<file path="src/hdl/cau_pkg.sv">
// package: widths, operation codes and status codes for the complex arithmetic unit
`timescale 1ns / 1ps
package cau_pkg;
    localparam int DATA_W_DEF = 32;
    localparam int FRAC_W_DEF = 16;
    localparam int CMD_W      = 3;
    localparam int STAT_W     = 2;

    localparam logic [CMD_W-1:0] OP_ADD = 3'd0;
    localparam logic [CMD_W-1:0] OP_SUB = 3'd1;
    localparam logic [CMD_W-1:0] OP_MUL = 3'd2;
    localparam logic [CMD_W-1:0] OP_DIV = 3'd3;
    localparam logic [CMD_W-1:0] OP_CNJ = 3'd4;
    localparam logic [CMD_W-1:0] OP_MAG = 3'd5;
    localparam logic [CMD_W-1:0] OP_INV = 3'd6;

    localparam logic [STAT_W-1:0] ST_OK  = 2'd0;
    localparam logic [STAT_W-1:0] ST_DBZ = 2'd1;
    localparam logic [STAT_W-1:0] ST_OVF = 2'd2;
endpackage

</file>
<file path="src/hdl/cau_divstage.sv">
// one restoring step of the pipelined quotient unit
`timescale 1ns / 1ps
module cau_divstage import cau_pkg::*; #(
    parameter int RW = 8
) (
    input  logic [RW-1:0] rem_in,
    input  logic          bit_in,
    input  logic [RW-1:0] div_in,
    output logic [RW-1:0] rem_out,
    output logic          q_out
);
    logic [RW:0] shifted;
    logic [RW:0] trial;

    // shift in next numerator bit and try a subtract
    always_comb
    begin
        shifted = {rem_in, bit_in};
        trial   = shifted - {1'b0, div_in};
        q_out   = !trial[RW];
        rem_out = q_out ? trial[RW-1:0] : shifted[RW-1:0];
    end
endmodule

</file>
<file path="config.mk">
export PLATFORM = sky130hd
export DESIGN_NAME = cau_divstage
export DESIGN_NICKNAME = d
export VERILOG_FILES = /design/src/hdl/cau_pkg.sv /design/src/hdl/cau_divstage.sv
export SDC_FILE = /design/constraint.sdc
export NUM_CORES = 1
export LEC_CHECK = 0
export ABC_AREA = 1
export BUFFER_PORTS_ARGS = -buffer_cell sky130_fd_sc_hd__buf_2
export CORE_MARGIN = 2
export CORE_UTILIZATION = 39
export DETAILED_ROUTE_END_ITERATION = 10
export PLACE_DENSITY = 0.66
export SLEW_MARGIN = 20
export SYNTH_ARGS = -nofsm -noshare
export SYNTH_HDL_FRONTEND = slang
export SYNTH_SLANG_ARGS = --single-unit
</file>
<file path="constraint.sdc">
create_clock -name vclk -period 2.06
set_input_delay 0.309 -clock vclk [all_inputs]
set_output_delay 0.309 -clock vclk [all_outputs]
set_load 0.03 [all_outputs]
</file>
# After elaboration in Yosys (flattened, before gate mapping)
# Cells that the tools add are included.
# word_totals
elab_cells	3
ramBits	0
ff_bits	0
rom_bits	0
output_inout_bits	9
latchBits	0
in_bits	17
mem_count	0
# op_classes
div_mod_pow	0
shifts	0
eq_ne	0
add_sub_neg	1
n_reduce_logical	1
magnitude_cmp	0
mul	0
n_bitwise	0
muxes	1
# op_table
op	count
9-bit by 8-bit subtractor with 9-bit output	1
8-bit two-way mux	1
1-bit logical NOT	1

# Logic depth before layout (Yosys ltp)
# Gate-level depths: netlist of the first run.
# depth
depth_word	2
mapped_depth	12
ltp_nobuf	12

# Least setup slack after synthesis of the first run
# OpenSTA, ideal clock, no wires.
# synth_timing
path_kind	input -> output
start	in bit_in
end	out rem_out[7]
arrival_time_ps	1735
required_time_ps	1751
stages	11
path_slack_ps	16
n_path_buf	0
path_cell_list	inv_1 ha_1 inv_1 fa_1 nand2_1 nand2_1 nand3_2 nand3_4 nand2_8 nand2_1 nand2_1
# synth_between
elab_chain_cells	2
# synth_lines
element	line_no	text
from (decl)	cau_divstage.sv:7	input logic bit_in,
9-bit by 8-bit subtractor with 9-bit output	cau_divstage.sv:19	trial = shifted - {1'b0, div_in};
8-bit two-way mux	cau_divstage.sv:21	rem_out = q_out ? trial[RW-1:0] : shifted[RW-1:0];
to (decl)	cau_divstage.sv:9	output logic [RW-1:0] rem_out,
# Every way passes these cells.

# Worst setup path in the final report of the first run
# layout_timing
start	in rem_in[4]
end	out rem_out[6]
# layout_between
elab_chain_cells	2
# layout_lines
element	line_no	text
from (decl)	cau_divstage.sv:6	input logic [RW-1:0] rem_in,
9-bit by 8-bit subtractor with 9-bit output	cau_divstage.sv:19	
8-bit two-way mux	cau_divstage.sv:21	
# Every way passes these cells.

==> results_dict.tcl, run 1 <==
set metrics [dict create \
    clkbuf_count 0 \
    firstDrtPassIters 4 \
    critPathRequiredTime_ns 1.75 \
    power.share.sequential 0 \
    syn_avg_cell_area_um2 5.624 \
    synth_simple_gate_area_frac 0.5699 \
    synth.top_cells.by_area "nand2_1, ha_1, inv_1" \
    cp_max_fo 6 \
    worstMarginPinSlew_ns 0.2488 \
    cts_hold_buf 0 \
    synth_fa_ha_area_frac 0.2034 \
    min_path_type "in -> out" \
    synth_compound_area_frac 0.03602 \
    start_util 0.4062 \
    synth_top_area_frac 0.2606 \
    ff_latch_area_um2 0 \
    vias 793 \
    switching_share 0.5745 \
    slew_viol_final 0 \
    p_switching_w 0.0002527 \
    setup_viol 8 \
    intPower_w 0.0001871 \
    whs_ns 0.9665 \
    grt_pass1_vias 767 \
    rsz0062_at_grt "yes" \
    antennaDiodeCount 0 \
    pwr_density_cell_nw_per_um2 415.5 \
    routed_wl_um 1918 \
    cp.arrival_ns 1.79 \
    outcome "finished with violations" \
    die_area_um2 1842 \
    p_clk_frac 0 \
    die_x_um 42.92 \
    wl_per_cell_um 11.77 \
    flops_and_latches 0 \
    synth_area_leader_cell "nand2_1" \
    yosys.cell_types.count 19 \
    synthTopCellsByCount "nand2_1, inv_1, nand3_1, ha_1" \
    cap_viol_max_count 0 \
    die_h_um 42.92 \
    cp-end-kind "primary output" \
    io_pins 26 \
    antenna_found_initial 0 \
    slew_headroom 0.8337 \
    syn-num-nets 131 \
    finalHoldViolations 0 \
    setup_ws_ns -0.04111 \
    p_leak_nw 0.6225 \
    power_frac_comb 1.000 \
    drive_gt1_frac 0.5306 \
    avgViaCountPerCell 4.865 \
    rows 14 \
    synth.mux.area_fraction 0 \
    failed_checks "negative setup slack" \
    timing.fmax_ghz 0.4759 \
    grt.overflow.total 0 \
    yosys_warnings 0 \
    final_antenna_net_count 0 \
    seq_area_frac_synth 0 \
    area_delta_synth_final_pct 79.24 \
    start_kind "primary input" \
    drc_errors 0 \
    io_buffers 26 \
    synth_cells 105 \
    synth_top_family_by_area "simple AND/OR/NAND/NOR gates" \
    core_um2 1454 \
    synthesis.area_um2 590.6 \
    dr.first_iter.drc_count 12 \
    grt_max_degree 7 \
    synth_most_common_cell "nand2_1" \
    place_congestion 0.8373 \
    fin_crit_ns 2.101 \
    final_util 0.7281 \
    synth-xor-area-share 0.04449 \
    nets 175 \
    hpwl_um 1251 \
    grt_pass1_wl_um 3194 \
    grt_use_total 0.2158 \
    critPathKind "in -> out" \
    multi_input_area_um2 653.1 \
    peakVddDrop_mv 0.2759 \
    fillCellCount 124 \
    finalCritPeriodShare 1.020 \
]
==> cells in the final DEF, fill, tap and decap left out <==
cell,synthesis,layout
ha_1,8,7
buf_2,0,16
nand2_2,3,17
buf_8,0,1
buf_4,0,13
nor2_2,1,1
a21oi_4,1,1
fa_2,0,1
nand2_1,41,24
nand3_4,1,3
ha_4,0,1
nand3_2,1,4
nand3b_1,1,1
xnor2_1,2,2
or2_2,1,1
nor2_1,3,3
buf_6,0,9
a21oi_1,1,1
or2_4,1,1
xor2_1,1,1
inv_4,0,2
nand3_1,13,9
nand2_8,1,2
inv_1,23,21
nand2_4,1,5
==> cell families (layout without fill, tap and decap cells) <==
family	Yosys count	after routing
AND/OR/NAND/NOR	68	71
buffers and inverters	23	62
adder cells (fa/ha/maj)	9	9
XOR/XNOR	3	3
AO/OA/AOI/OAI	2	2
==> worst paths after layout <==
check,start,cells after the start,slack [ns],to
worst min-delay path,rem_in[2],4,0.97,rem_out[3]
worst max-delay path,rem_in[4],10,-0.04,rem_out[6]
==> power by group through the flow <==
stage / sequential, W / clock (W) / combinational, W
floorplan: 0 / 0 / 0.000220
global placement: 0 / 0 / 0.000310
detailed placement: 0 / 0 / 0.000313
CTS: 0 / 0 / 0.000401
global route: 0 / 0 / 0.000475
finish: 0 / 0 / 0.000440
==> per-stage QoR <==
| stage | cell area (µm²) | cells | setup TNS (ns) | setup WS [ns] | total power [W] |
|---|---|---|---|---|---|
| 2_1_floorplan | 590.6 | 105 | 0 | 0.01630 | 0.0002205 |
| 3_3_place_gp | 800.8 | 155 | -1.141 | -0.1466 | 0.0003095 |
| 3_5_place_dp | 800.8 | 155 | -1.632 | -0.1985 | 0.0003133 |
| 4_1_cts | 994.7 | 161 | -0.4024 | -0.06297 | 0.0004011 |
| 5_1_grt | 1059 | 163 | -0.9557 | -0.1217 | 0.0004746 |
| 6_report | 1059 | 163 | -0.2587 | -0.04111 | 0.0004398 |
==> critical path, cell delays in order <==
cell     delay, ns
buf_2         0.11
ha_1          0.33
nand2_1       0.10
nand2_1       0.10
a21oi_4       0.26
nand3_4       0.19
nand2_8       0.16
nand2_2       0.06
nand2_2       0.06
buf_6         0.12
==> metal layers <==
layer | vias up | track usage | wire length (µm)
met3 | 0 | 0.004255 | 41
met1 | 363 | 0.2868 | 809
met2 | 16 | 0.3970 | 1067
met5 | - | 0 | 0
li1 | 414 | - | -
met4 | 0 | 0.01875 | 0
==> what timing repair did <==
action                                 in CTS  in global routing
gates cloned                                3                  0
endpoints found under the hold margin       0                  0
setup endpoints to repair                   9                  9
buffers inserted                            3                  2
pin swaps                                  11                 13
gates resized for setup                    39                 17
==> area by class of cell <==
cell class	instances	area share
repair buffers	39	0.2778
well taps	16	0.01891
inverters	23	0.08629
multi-input cells	85	0.6170
Note: power is estimated with default switching activity, not from simulation.
==> run 2: changes to the inputs <==
--- a/config.mk
+++ b/config.mk
@@ -6,11 +6,11 @@
 export NUM_CORES = 1
 export LEC_CHECK = 0
 export ABC_AREA = 1
-export BUFFER_PORTS_ARGS = -buffer_cell sky130_fd_sc_hd__buf_2
 export CORE_MARGIN = 2
-export CORE_UTILIZATION = 39
+export CORE_UTILIZATION = 44
 export DETAILED_ROUTE_END_ITERATION = 10
-export PLACE_DENSITY = 0.66
+export DONT_BUFFER_PORTS = 1
+export PLACE_DENSITY = 0.57
 export SLEW_MARGIN = 20
 export SYNTH_ARGS = -nofsm -noshare
 export SYNTH_HDL_FRONTEND = slang
==> constraint.sdc (replaced) <==
create_clock -name vclk -period 1.95
set_input_delay 0.2925 -clock vclk [all_inputs]
set_output_delay 0.2925 -clock vclk [all_outputs]
set_load 0.03 [all_outputs]
==> results_dict.tcl, run 2 (synthesized netlist as in run 1, its figures left out) <==
set metrics [dict create \
    start_util 0.4655 \
    nets 146 \
    cts_hold_buf 0 \
    place_congestion 0.7578 \
    hpwl_um 1060 \
    clkbuf_count 0 \
    grt_use_total 0.2144 \
    fillCellCount 107 \
    p_leak_nw 0.5335 \
    io_pins 26 \
    routed_wl_um 1823 \
    rows 13 \
    critPathRequiredTime_ns 1.66 \
    dp_cells 125 \
    drive_gt1_frac 0.4407 \
    finalHoldViolations 0 \
    antennaDiodeCount 0 \
    grt_pass1_wl_um 2449 \
    placed_area_um2 666.9 \
    final_util 0.7594 \
    cp_max_fo 6 \
    slew_viol_final 0 \
    hold_end "rem_out[5]" \
    failed_checks "negative setup slack" \
    setup_ws_ns -0.05852 \
    flops_and_latches 0 \
    cp.arrival_ns 1.72 \
    min_path_type "in -> out" \
    ff_latch_area_um2 0 \
    die_area_um2 1651 \
    worstMarginPinSlew_ns 0.2803 \
    final_antenna_net_count 0 \
    io_buffers 0 \
    drc_errors 0 \
    peakVddDrop_mv 0.2287 \
    setup_tns_ns -0.3453 \
    place_ws_ns -0.07784 \
    instances_no_fill 133 \
    grt_pass1_vias 602 \
    avgViaCountPerCell 5.188 \
    dr.first_iter.drc_count 12 \
    start_kind "primary input" \
    timing.fmax_ghz 0.4979 \
    slew_headroom 0.8118 \
    grt.overflow.total 0 \
    hold_start "rem_in[4]" \
    antenna_found_initial 0 \
    core_um2 1269 \
    vias 690 \
    setup_viol 9 \
    cp-end-kind "primary output" \
    die_x_um 40.64 \
    area_delta_synth_final_pct 63.14 \
    critPathKind "in -> out" \
    fin_crit_ns 2.009 \
    layout_common_cells "nand2_1, inv_1, nand2_4, buf_4" \
    rsz0062_at_grt "yes" \
    wl_per_cell_um 13.71 \
    grt_max_degree 7 \
    cap_viol_max_count 0 \
    outcome "finished with violations" \
    finish.instance_area_um2 963.4 \
    pwr_density_cell_nw_per_um2 450.7 \
    firstDrtPassIters 3 \
    die_h_um 40.64 \
    whs_path_depth 2 \
    layout.cells.most_common "nand2_1" \
    finalCritPeriodShare 1.030 \
]
-- run 2: timing repair --
action / 4_1_cts / 5_1_grt
setup endpoints to repair: 9 / 9
pin swaps: 8 / 18
buffers inserted: 1 / 4
cloned: 3 / 0
gates resized for setup: 17 / 33
-- run 2: layer usage --
layer	routed length, µm	track usage	up-vias	part of all wire
met5	0	0	-	0
met4	0	0.05000	0	0
met3	49	0.005435	0	0.027
met2	989	0.3968	16	0.54
met1	785	0.2701	321	0.43
li1	-	-	353	-
-- run 2: report_power, final --
part	internal (W)	switching (W)	total, W	leakage [nW]
clock	0	0	0	0
sequential	0	0	0	0
combinational	0.000152	0.000282	0.000434	0.534
total	0.000152	0.000282	0.000434	0.534
-- run 2: worst max-delay path by stage --
stage,from,endpoint,slack [ns],depth (start not counted)
floorplan,bit_in,rem_out[7],0.0005,11
global placement,bit_in,rem_out[6],-0.05,11
detailed placement,bit_in,rem_out[7],-0.08,11
CTS,bit_in,rem_out[6],0.002,12
global route,bit_in,rem_out[1],-0.12,11
finish,bit_in,rem_out[1],-0.06,11
-- run 2: final cells by class --
class / count / area [µm²] / share of cell area
multi-input combinational: 85 / 768.2 / 0.7974
tap: 15 / 18.77 / 0.01948
inverter: 23 / 101.3 / 0.1052
timing repair buffer: 10 / 75.07 / 0.07792
-- run 2: through the flow --
| step | hold WS, ns | total power, W |
|---|---|---|
| floorplan | 0.7799 | 0.0002454 |
| CTS | 0.7836 | 0.0003408 |
| detailed placement | 0.7852 | 0.0002892 |
| global placement | 0.7837 | 0.0002882 |
| global route | 0.7476 | 0.0004646 |
| finish | 0.7339 | 0.0004342 |
-- run 2: critical path, cell delays in order --
cell	delay (ns)
clkinv_8	0.02
ha_4	0.12
inv_4	0.03
fa_2	0.39
nand2_2	0.10
nand2_4	0.07
nand3_4	0.12
nand3_4	0.20
nand2_8	0.18
nand2_4	0.08
nand2_8	0.10
==> run 3: changes to the inputs <==
--- a/config.mk
+++ b/config.mk
@@ -6,11 +6,11 @@
 export NUM_CORES = 1
 export LEC_CHECK = 0
 export ABC_AREA = 1
-export CORE_MARGIN = 2
+export CORE_MARGIN = 4
 export CORE_UTILIZATION = 44
 export DETAILED_ROUTE_END_ITERATION = 10
 export DONT_BUFFER_PORTS = 1
-export PLACE_DENSITY = 0.57
+export PLACE_DENSITY = 0.59
 export SLEW_MARGIN = 20
 export SYNTH_ARGS = -nofsm -noshare
 export SYNTH_HDL_FRONTEND = slang
==> constraint.sdc (replaced) <==
create_clock -name vclk -period 1.65
set_input_delay 0.2475 -clock vclk [all_inputs]
set_output_delay 0.2475 -clock vclk [all_outputs]
set_load 0.03 [all_outputs]
==> results_dict.tcl, run 3 (synthesized netlist as in run 1, its figures left out) <==
set metrics [dict create \
    final_antenna_net_count 0 \
    dp_cells 130 \
    layout.cells.most_common "nand2_1" \
    dr.first_iter.drc_count 8 \
    wl_per_cell_um 13.99 \
    vias 682 \
    setup_ws_ns -0.1239 \
    finish.instance_area_um2 982.2 \
    peakVddDrop_mv 0.2784 \
    cp.arrival_ns 1.53 \
    outcome "finished with violations" \
    start_kind "primary input" \
    grt.overflow.total 0 \
    min_path_type "in -> out" \
    drive_gt1_frac 0.4417 \
    slew_viol_final 0 \
    cts_hold_buf 0 \
    place_congestion 0.8081 \
    clkbuf_count 0 \
    start_util 0.4979 \
    avgViaCountPerCell 5.090 \
    place_ws_ns -0.1810 \
    failed_checks "negative setup slack" \
    die_h_um 44.64 \
    grt_pass1_vias 673 \
    fin_crit_ns 1.774 \
    nets 148 \
    cp_max_fo 2 \
    critPathKind "in -> out" \
    timing.fmax_ghz 0.5637 \
    worstMarginPinSlew_ns 0.3408 \
    antenna_found_initial 0 \
    routed_wl_um 1875 \
    firstDrtPassIters 4 \
    layout_common_cells "nand2_1, inv_1, nand2_4, buf_4, nand3_1" \
    totalPowerFinal_w 0.0005120 \
    slew_headroom 0.7712 \
    setup_viol 9 \
    pwr_density_cell_nw_per_um2 521.3 \
    die_x_um 44.64 \
    critPathRequiredTime_ns 1.40 \
    ff_latch_area_um2 0 \
    finalCritPeriodShare 1.075 \
    core_um2 1186 \
    io_buffers 0 \
    instances_no_fill 134 \
    die_area_um2 1992 \
    flops_and_latches 0 \
    grt_use_total 0.1887 \
    hpwl_um 1411 \
    rows 12 \
    finalHoldViolations 0 \
    cp-end-kind "primary output" \
    io_pins 26 \
    setup_tns_ns -0.9277 \
    grt_pass1_wl_um 2911 \
    p_leak_nw 0.5387 \
    grt_max_degree 6 \
    antennaDiodeCount 0 \
    placed_area_um2 838.3 \
    area_delta_synth_final_pct 66.31 \
    cap_viol_max_count 0 \
    drc_errors 0 \
    rsz0062_at_grt "yes" \
]
## run 3: where the power goes
part	leakage (nW)	internal [W]	total, W	switching [W]
clock	0	0	0	0
sequential	0	0	0	0
combinational	0.539	0.000185	0.000512	0.000327
## run 3: metal layers
metal,global-route usage,share of wire
met4,0.01205,0.011
met3,0.06098,0.12
met1,0.2530,0.42
met5,0,0
met2,0.3037,0.44
## run 3: layout make-up
type / count / area, µm²
fill: 81 / 203.9
inverter: 23 / 112.6
multi-input combinational: 85 / 762.0
tap: 14 / 17.52
timing repair buffer: 12 / 90.09
## run 3: metrics by stage
| stage | hold WS [ns] | util |
|---|---|---|
| 4_1_cts | 0.6755 | 0.8101 |
| 2_1_floorplan | 0.6904 | - |
| 6_report | 0.6672 | 0.8281 |
| 3_5_place_dp | 0.6996 | 0.7068 |
| 5_1_grt | 0.6790 | 0.8281 |
| 3_3_place_gp | 0.6951 | 0.7068 |
## run 3: worst max-delay path, cell delays in order
cell and delay, ns:
clkinv_16 0.02, ha_4 0.11, inv_2 0.04, fa_2 0.34, nand2_2 0.07, nand2_2 0.07, buf_4 0.14, nand3b_1 0.14
nand2_1 0.07, nand2_1 0.07, nand2_2 0.07, nand2_4 0.06, nand2_4 0.08
## run 3: path summary, 6_finish.rpt
| check | slack [ns] | from | depth (start not counted) | end |
|---|---|---|---|---|
| worst max-delay path | -0.12 | bit_in | 13 | rem_out[6] |
| worst min-delay path | 0.67 | rem_in[0] | 2 | rem_out[1] |
## run 3: what timing repair did
| item | 4_1_cts | 5_1_grt |
|---|---|---|
| gates cloned | 3 | 0 |
| buffers inserted | 1 | 0 |
| pin swaps | 15 | 1 |
| gates resized for setup | 11 | 4 |
| setup endpoints to repair | 9 | 9 |
| hold endpoints to repair | 0 | 0 |
